--- src/rtl/bli_pkg.sv ---
// Shared constants for the bounded list block: data width, default capacity and command codes.
package bli_pkg;

	localparam int DATA_W   = 32;
	localparam int LIST_CAP = 64;
	localparam int OP_W     = 2;
	localparam int POS_W    = 16;

	localparam logic [OP_W-1:0] OP_PUSH_FRONT = 2'd0;
	localparam logic [OP_W-1:0] OP_APPEND     = 2'd1;
	localparam logic [OP_W-1:0] OP_DELETE     = 2'd2;

endpackage

--- src/rtl/bli_ram.sv ---
// Element store of the bounded list: one write port, one read port with registered read data.
module bli_ram #(
	parameter int DEPTH = bli_pkg::LIST_CAP,
	parameter int AW    = $clog2(DEPTH)
) (
	input  logic                      clk,
	input  logic                      we,
	input  logic [AW-1:0]             waddr,
	input  logic [bli_pkg::DATA_W-1:0] wdata,
	input  logic                      re,
	input  logic [AW-1:0]             raddr,
	output logic [bli_pkg::DATA_W-1:0] rdata
);
	import bli_pkg::*;

	logic [DATA_W-1:0] mem [DEPTH];
	logic [DATA_W-1:0] rdata_q;

	always_ff @(posedge clk) begin
		if (we) begin
			mem[waddr] <= wdata;
		end
	end

	always_ff @(posedge clk) begin
		if (re) begin
			rdata_q <= mem[raddr];
		end
	end

	assign rdata = rdata_q;

endmodule

--- src/rtl/bounded_list_insert_delete_top.sv ---
// Top level of the bounded list: command control, circular addressing, delete compaction, readout.
//
//  channel   | handshake               | payload
//  ----------+-------------------------+--------------------------------------
//  request   | start, busy             | opcode[1:0], value[31:0], position[15:0]
//  result    | strobe (one cycle each) | element[31:0], last, empty_res, overflow
//
// A request is taken when start is high and busy is low. The update state applies it,
// then the list is read from the memory one element per cycle while busy stays high,
// and the next request is taken only after busy has dropped again; the single read port
// of the element store sets this.
// Results appear in the cycle after their reads. A delete closes its gap during the same readout.
// After reset the list is empty; the store needs no clearing. Results cannot be stalled.
module bounded_list_insert_delete_top #(
	parameter int CAPACITY = bli_pkg::LIST_CAP
) (
	input  logic                          clk,
	input  logic                          arst_n,
	input  logic                          start,
	output logic                          busy,
	input  logic [bli_pkg::OP_W-1:0]      opcode,
	input  logic signed [bli_pkg::DATA_W-1:0] value,
	input  logic [bli_pkg::POS_W-1:0]     position,
	output logic                          strobe,
	output logic signed [bli_pkg::DATA_W-1:0] element,
	output logic                          last,
	output logic                          empty_res,
	output logic                          overflow
);
	import bli_pkg::*;

	localparam int AW = $clog2(CAPACITY);
	localparam int LW = $clog2(CAPACITY + 1);

	typedef enum logic [2:0] {
		ST_IDLE = 3'b001,
		ST_UPD  = 3'b010,
		ST_READ = 3'b100
	} state_t;

	state_t state_q;

	logic [OP_W-1:0]   op_q;
	logic [DATA_W-1:0] val_q;
	logic [POS_W-1:0]  pos_q;
	logic [AW-1:0]     head_q;
	logic [LW-1:0]     len_q;
	logic [AW-1:0]     k_q;
	logic              del_q;
	logic              ovf_q;

	logic              valid_s1;
	logic              last_s1;
	logic              empty_s1;
	logic              ovf_s1;
	logic              wb_en_s1;
	logic [AW-1:0]     wb_addr_s1;

	logic              is_insert;
	logic              ins_ok;
	logic [AW-1:0]     head_dec;
	logic [AW-1:0]     ins_addr;
	logic              skip;
	logic              rd_en;
	logic [AW-1:0]     rd_addr;
	logic              k_last;
	logic              mem_we;
	logic [AW-1:0]     mem_waddr;
	logic [DATA_W-1:0] mem_wdata;
	logic [DATA_W-1:0] mem_rdata;

	// Physical address of (base + offset) in the circular store; offset never exceeds CAPACITY.
	function automatic logic [AW-1:0] wrap_add(input logic [AW-1:0] base,
		input logic [LW-1:0] offset);
		logic [LW:0] sum;
		sum = (LW+1)'(base) + (LW+1)'(offset);
		if (sum >= (LW+1)'(CAPACITY)) begin
			sum = sum - (LW+1)'(CAPACITY);
		end
		return sum[AW-1:0];
	endfunction

	assign is_insert = (op_q == OP_PUSH_FRONT) || (op_q == OP_APPEND);
	assign ins_ok    = is_insert && (len_q < LW'(CAPACITY));
	assign head_dec  = (head_q == '0) ? AW'(CAPACITY - 1) : head_q - AW'(1);
	assign ins_addr  = (op_q == OP_PUSH_FRONT) ? head_dec : wrap_add(head_q, len_q);

	// Elements at or past a deleted position come from one slot further on.
	assign skip    = del_q && (POS_W'(k_q) >= pos_q);
	assign rd_en   = (state_q == ST_READ) && (len_q != '0);
	assign rd_addr = wrap_add(head_q, LW'(k_q) + LW'(skip));
	assign k_last  = (LW'(k_q) == len_q - LW'(1));

	// A compaction write-back never coincides with an insert write.
	assign mem_we    = ((state_q == ST_UPD) && ins_ok) || wb_en_s1;
	assign mem_waddr = wb_en_s1 ? wb_addr_s1 : ins_addr;
	assign mem_wdata = wb_en_s1 ? mem_rdata : val_q;

	bli_ram #(
		.DEPTH (CAPACITY),
		.AW    (AW)
	) u_ram (
		.clk   (clk),
		.we    (mem_we),
		.waddr (mem_waddr),
		.wdata (mem_wdata),
		.re    (rd_en),
		.raddr (rd_addr),
		.rdata (mem_rdata)
	);

	always_ff @(posedge clk) begin
		if ((state_q == ST_IDLE) && start) begin
			op_q  <= opcode;
			val_q <= value;
			pos_q <= position;
		end
	end

	always_ff @(posedge clk or negedge arst_n) begin
		if (!arst_n) begin
			state_q    <= ST_IDLE;
			head_q     <= '0;
			len_q      <= '0;
			k_q        <= '0;
			del_q      <= 1'b0;
			ovf_q      <= 1'b0;
			valid_s1   <= 1'b0;
			last_s1    <= 1'b0;
			empty_s1   <= 1'b0;
			ovf_s1     <= 1'b0;
			wb_en_s1   <= 1'b0;
			wb_addr_s1 <= '0;
		end else begin
			valid_s1   <= 1'b0;
			wb_en_s1   <= rd_en && skip;
			wb_addr_s1 <= wrap_add(head_q, LW'(k_q));
			unique case (state_q)
				ST_IDLE: begin
					if (start) begin
						state_q <= ST_UPD;
					end
				end
				ST_UPD: begin
					k_q   <= '0;
					ovf_q <= is_insert && !ins_ok;
					del_q <= (op_q == OP_DELETE) && (POS_W'(len_q) > pos_q);
					if (ins_ok) begin
						len_q <= len_q + LW'(1);
						if (op_q == OP_PUSH_FRONT) begin
							head_q <= head_dec;
						end
					end else if ((op_q == OP_DELETE) && (POS_W'(len_q) > pos_q)) begin
						len_q <= len_q - LW'(1);
					end
					state_q <= ST_READ;
				end
				ST_READ: begin
					valid_s1 <= 1'b1;
					ovf_s1   <= ovf_q;
					if (len_q == '0) begin
						empty_s1 <= 1'b1;
						last_s1  <= 1'b1;
						state_q  <= ST_IDLE;
					end else begin
						empty_s1 <= 1'b0;
						last_s1  <= k_last;
						if (k_last) begin
							state_q <= ST_IDLE;
						end else begin
							k_q <= k_q + AW'(1);
						end
					end
				end
				default: begin
					state_q <= ST_IDLE;
				end
			endcase
		end
	end

	assign busy      = (state_q != ST_IDLE);
	assign strobe    = valid_s1;
	assign element   = empty_s1 ? '0 : mem_rdata;
	assign last      = last_s1;
	assign empty_res = empty_s1;
	assign overflow  = ovf_s1;

	a_empty_is_last: assert property (@(posedge clk) disable iff (!arst_n)
		strobe && empty_res |-> last)
		else $error("empty result without last marker");

	a_len_bound: assert property (@(posedge clk) disable iff (!arst_n)
		len_q <= LW'(CAPACITY))
		else $error("list length beyond capacity");

	a_gap_after_last: assert property (@(posedge clk) disable iff (!arst_n)
		strobe && last |=> !strobe)
		else $error("result directly after last result");

	a_busy_release: assert property (@(posedge clk) disable iff (!arst_n)
		$fell(busy) |-> strobe && last)
		else $error("busy released without final result");

endmodule

--- config.mk ---
export PLATFORM = sky130hd
export DESIGN_NAME = bounded_list_insert_delete_top
export DESIGN_NICKNAME = d
export VERILOG_FILES = /design/src/rtl/bli_pkg.sv /design/src/rtl/bli_ram.sv /design/src/rtl/bounded_list_insert_delete_top.sv
export SDC_FILE = /design/constraint.sdc
export NUM_CORES = 2
export LEC_CHECK = 0
export BUFFER_PORTS_ARGS = -buffer_cell sky130_fd_sc_hd__buf_2
export CAP_MARGIN = 20
export CELL_PAD_IN_SITES_DETAIL_PLACEMENT = 1
export CELL_PAD_IN_SITES_GLOBAL_PLACEMENT = 2
export CORE_MARGIN = 5
export CORE_UTILIZATION = 45
export CTS_CLUSTER_DIAMETER = 80
export DETAILED_ROUTE_END_ITERATION = 8
export PLACE_DENSITY_LB_ADDON = 0.1
export SYNTH_ARGS = -nofsm -noshare
export SYNTH_HDL_FRONTEND = slang
export SYNTH_SLANG_ARGS = --single-unit
--- constraint.sdc ---
create_clock -name clk -period 4.73 [get_ports clk]
set_clock_uncertainty 0.1 [all_clocks]
set_input_delay 0.473 -clock clk [delete_from_list [all_inputs] [get_ports clk]]
set_output_delay 0.473 -clock clk [all_outputs]
set_load 0.01 [all_outputs]
==> impl_results.md <==
- Sequential share of power: 29.9%
- Cell Area, Synth: 84100 sq um
- GRT Overall Usage: 26.6%
- CP Launch Type: register
- Req. time, crit path: 5.22 ns
- Die area: 196000 sq um
- Simple-gate share of the synthesized area: 4.62%
- Post-synthesis compound-gate area fraction: 1.29%
- DRT Pass-1 Iters: 8
- # DRC: 0
- Critical path class: reg2reg
- Setup_tns: -9.38 ns
- Final global-route overflow total: 0
- Ys async rst share: 1.62%
- Antenna violations before repair: 12
- Core ar.: 186000 sq um
- Max_cap viols: 0
- H-Tree Depth: 4
- # setup viols final: 32
- Violated checks: negative setup slack
- Sw Share: 34.7%
- Final WL: 264 mm
- VDD IR-drop max: 403 uV
- Post-place instance area: 92700 sq um
- Max Clk Rate: 193 MHz
- Fin. Hold Viols: 0
- Distinct cells, synth: 66
- Post-DP HPWL: 154 mm
- Synth top cells by count: edfxtp_1, mux4_2, nand2_1
- CTS clock-pin slew for the worst setup and hold paths: 0.06 ns
- Clock Latency Late Sink: 0.87 ns
- Post-synthesis sequential area ratio: 77.1%
- Fin crit share: 109%
- Via count: 45100
- Row count: 158
- Combinational power share: 47.8%
- Worst Hold Class: in2async
- Pin count of the biggest net entering global routing: 65
- Sw power: 26.5 mW
- DR WL/cell: 35.1 um
- Post-route ant nets: 0
- Leading post-synthesis cells by cell area: edfxtp_1, mux4_2, nand2_1
- Main combinational cell family by area after synthesis: multiplexers
- Syn Area/Cell: 20.5 sq um
- Layout cells sized above 1: 38.2%
- Synth-to-layout area growth: 25.2%
- Crit path max fanout: 6
- Critical path arrival: 5.66 ns
- Pleak: 34.5 nW
- YS warnings: 0
- Width of the die: 442 um
- Vias per cell: 5.98
- Number of synthesized register bits: 2165
- Int Pwr: 49.9 mW
- Power Density: 726 nW/um^2
- Final instance area: 105000 sq um
- Clock power share: 22.3%
- First-pass GRT wire length: 366 mm
- TritonCTS clock tree: done
- Syn nets: 4178
- Count of final max-slew check failures: 0
- Top cell type's share of synthesized area: 76.1%
- Setup ws final: -0.441 ns
- RePlAce Congestion: 0.782
- Maximum root-to-sink buffer count: 3
- Die Height: 442 um
- Nets@finish: 4944
- Post-synth EDFFs: 2130
- Count leader, synth: edfxtp_1
- RSZ-0062 raised after global routing: true
- Number of global-route vias before repair: 46400
- Final Critical Period: 5.17 ns
- Clk sinks: 2165
- Synth Area in Adders: 0.527%
- Initial detailed-routing violation count: 5218
- Post-synth top flop: edfxtp_1
- Worst-Margin Slew: 1.08 ns
- Status: complete, but fails checks
- Post-synthesis xor/xnor area fraction: 0.420%
- Initial Util: 45.3%
- CTS Buf Count: 226
- CTS Root Buffer Type: clkbuf_16
- Dpl ws: -0.972 ns
- Slew margin rel.: 27.9%
- Post-synthesis mux area share: 14.7%
- Gate Count Post-Synth: 4092
- Yosys top cell by area: edfxtp_1
- CP Capture Type: register
- IO Count: 90
- Port bufs: 89
## final timing paths
path / start / end / slack, ns / cells past startpoint
worst min-delay path: arst_n / len_q[3] / 0.18 / 2
worst max-delay path: pos_q[0] / u_ram.rdata[17] / -0.44 / 19
max in group asynchronous: arst_n / wb_en_s1 / 3.75 / 2
worst min register to register: last / last / 0.39 / 2
worst max register to register: pos_q[0] / u_ram.rdata[17] / -0.44 / 19
min in group clk: value[13] / val_q[13] / 0.23 / 2
## placed cells by master (no fill, tap or decap), drive strengths merged, types with 33 or more instances in the layout
| cell | count |
|---|---|
| clkbuf | 291 |
| mux2 | 34 |
| and3 | 61 |
| inv | 60 |
| clkinv | 111 |
| o22ai | 33 |
| buf | 687 |
| nand2 | 418 |
| nand4 | 33 |
| nor2b | 35 |
| dlygate4sd3 | 52 |
| nor2 | 103 |
| nand3 | 132 |
| edfxtp | 2130 |
| mux2i | 37 |
| dfrtp | 34 |
| mux4 | 514 |
## sequential cells by signal (all words and copies together), names as in the netlist
name         cells
del_q            1
empty_res        1
head_q           6
k_q              6
last             1
len_q            7
op_q             2
overflow         1
ovf_q            1
pos_q           16
state_q          3
strobe           1
u_ram.mem     2048
u_ram.rdata     32
val_q           32
wb_addr_s1       6
wb_en_s1         1
## cell type report
type	instances	area, sq um
well taps	2480	3100
clock buffers	281	5890
multi-input cells	1659	20600
fillers	15800	80400
flip-flops and latches	2165	64800
diodes	5	12.5
clock inverters	134	1150
inverters	53	199
repair buffers	753	9400
## cell families (layout without fill, tap and decap cells)
group           count (synthesis)  in the layout
fa+ha+maj                      33             33
other cells                     0              5
xor+xnor                       37             37
simple gates                  851            851
compound gates                153            153
buf+inv                       268           1221
flops                        2165           2165
mux                           585            585
## metal layers
layer,wire length [um],GRT usage (%),vias to the layer above
li1,-,-,18300
met4,7240,7.96,2
met2,124000,41.3,1830
met1,110000,37.4,24600
met5,13,0,-
met3,23000,7.14,334
## per-stage QoR
stage               power (mW)  cells  utilization, %  hold WS [ns]
finish                    76.4   7530            56.7         0.179
global route              79.4   7527            56.7         0.180
CTS                       74.4   7467            55.7         0.150
detailed placement        51.5   6906            49.9         0.375
global placement          51.3   6904            49.9         0.364
floorplan                 38.8   4092               -        0.0774
## critical path, cell delays in order (launching register included)
cell,delay (ns)
edfxtp_1,0.40
ha_1,0.29
nand2b_4,0.13
a21o_1,0.15
a21o_1,0.15
a21o_1,0.15
a21o_1,0.16
a21oi_2,0.16
nor2_2,0.07
fa_4,0.50
fa_4,0.84
buf_12,0.13
buf_16,0.14
buf_12,0.13
buf_6,0.10
mux4_2,0.30
mux2i_2,0.21
o22ai_2,0.15
a311oi_4,0.53
nor4_1,0.10
## power by group through the flow
stage,combinational (mW),clock (mW),sequential [mW]
after floorplan,15.7,0,23.1
after global placement,28.1,0,23.2
after detailed placement,28.3,0,23.2
after CTS,34.2,17.4,22.8
after global routing,38.3,18.3,22.8
final,36.5,17.1,22.8
## repair_timing
action / CTS / global route
buffers inserted: 72 / 65
gates resized for setup: 333 / 236
hold endpoints to repair: 86 / 0
hold buffers: 52 / 0
setup endpoints to repair: 32 / 32
cloned: 32 / 11
pin swaps: 77 / 119
(Power assumes the default switching activity.)
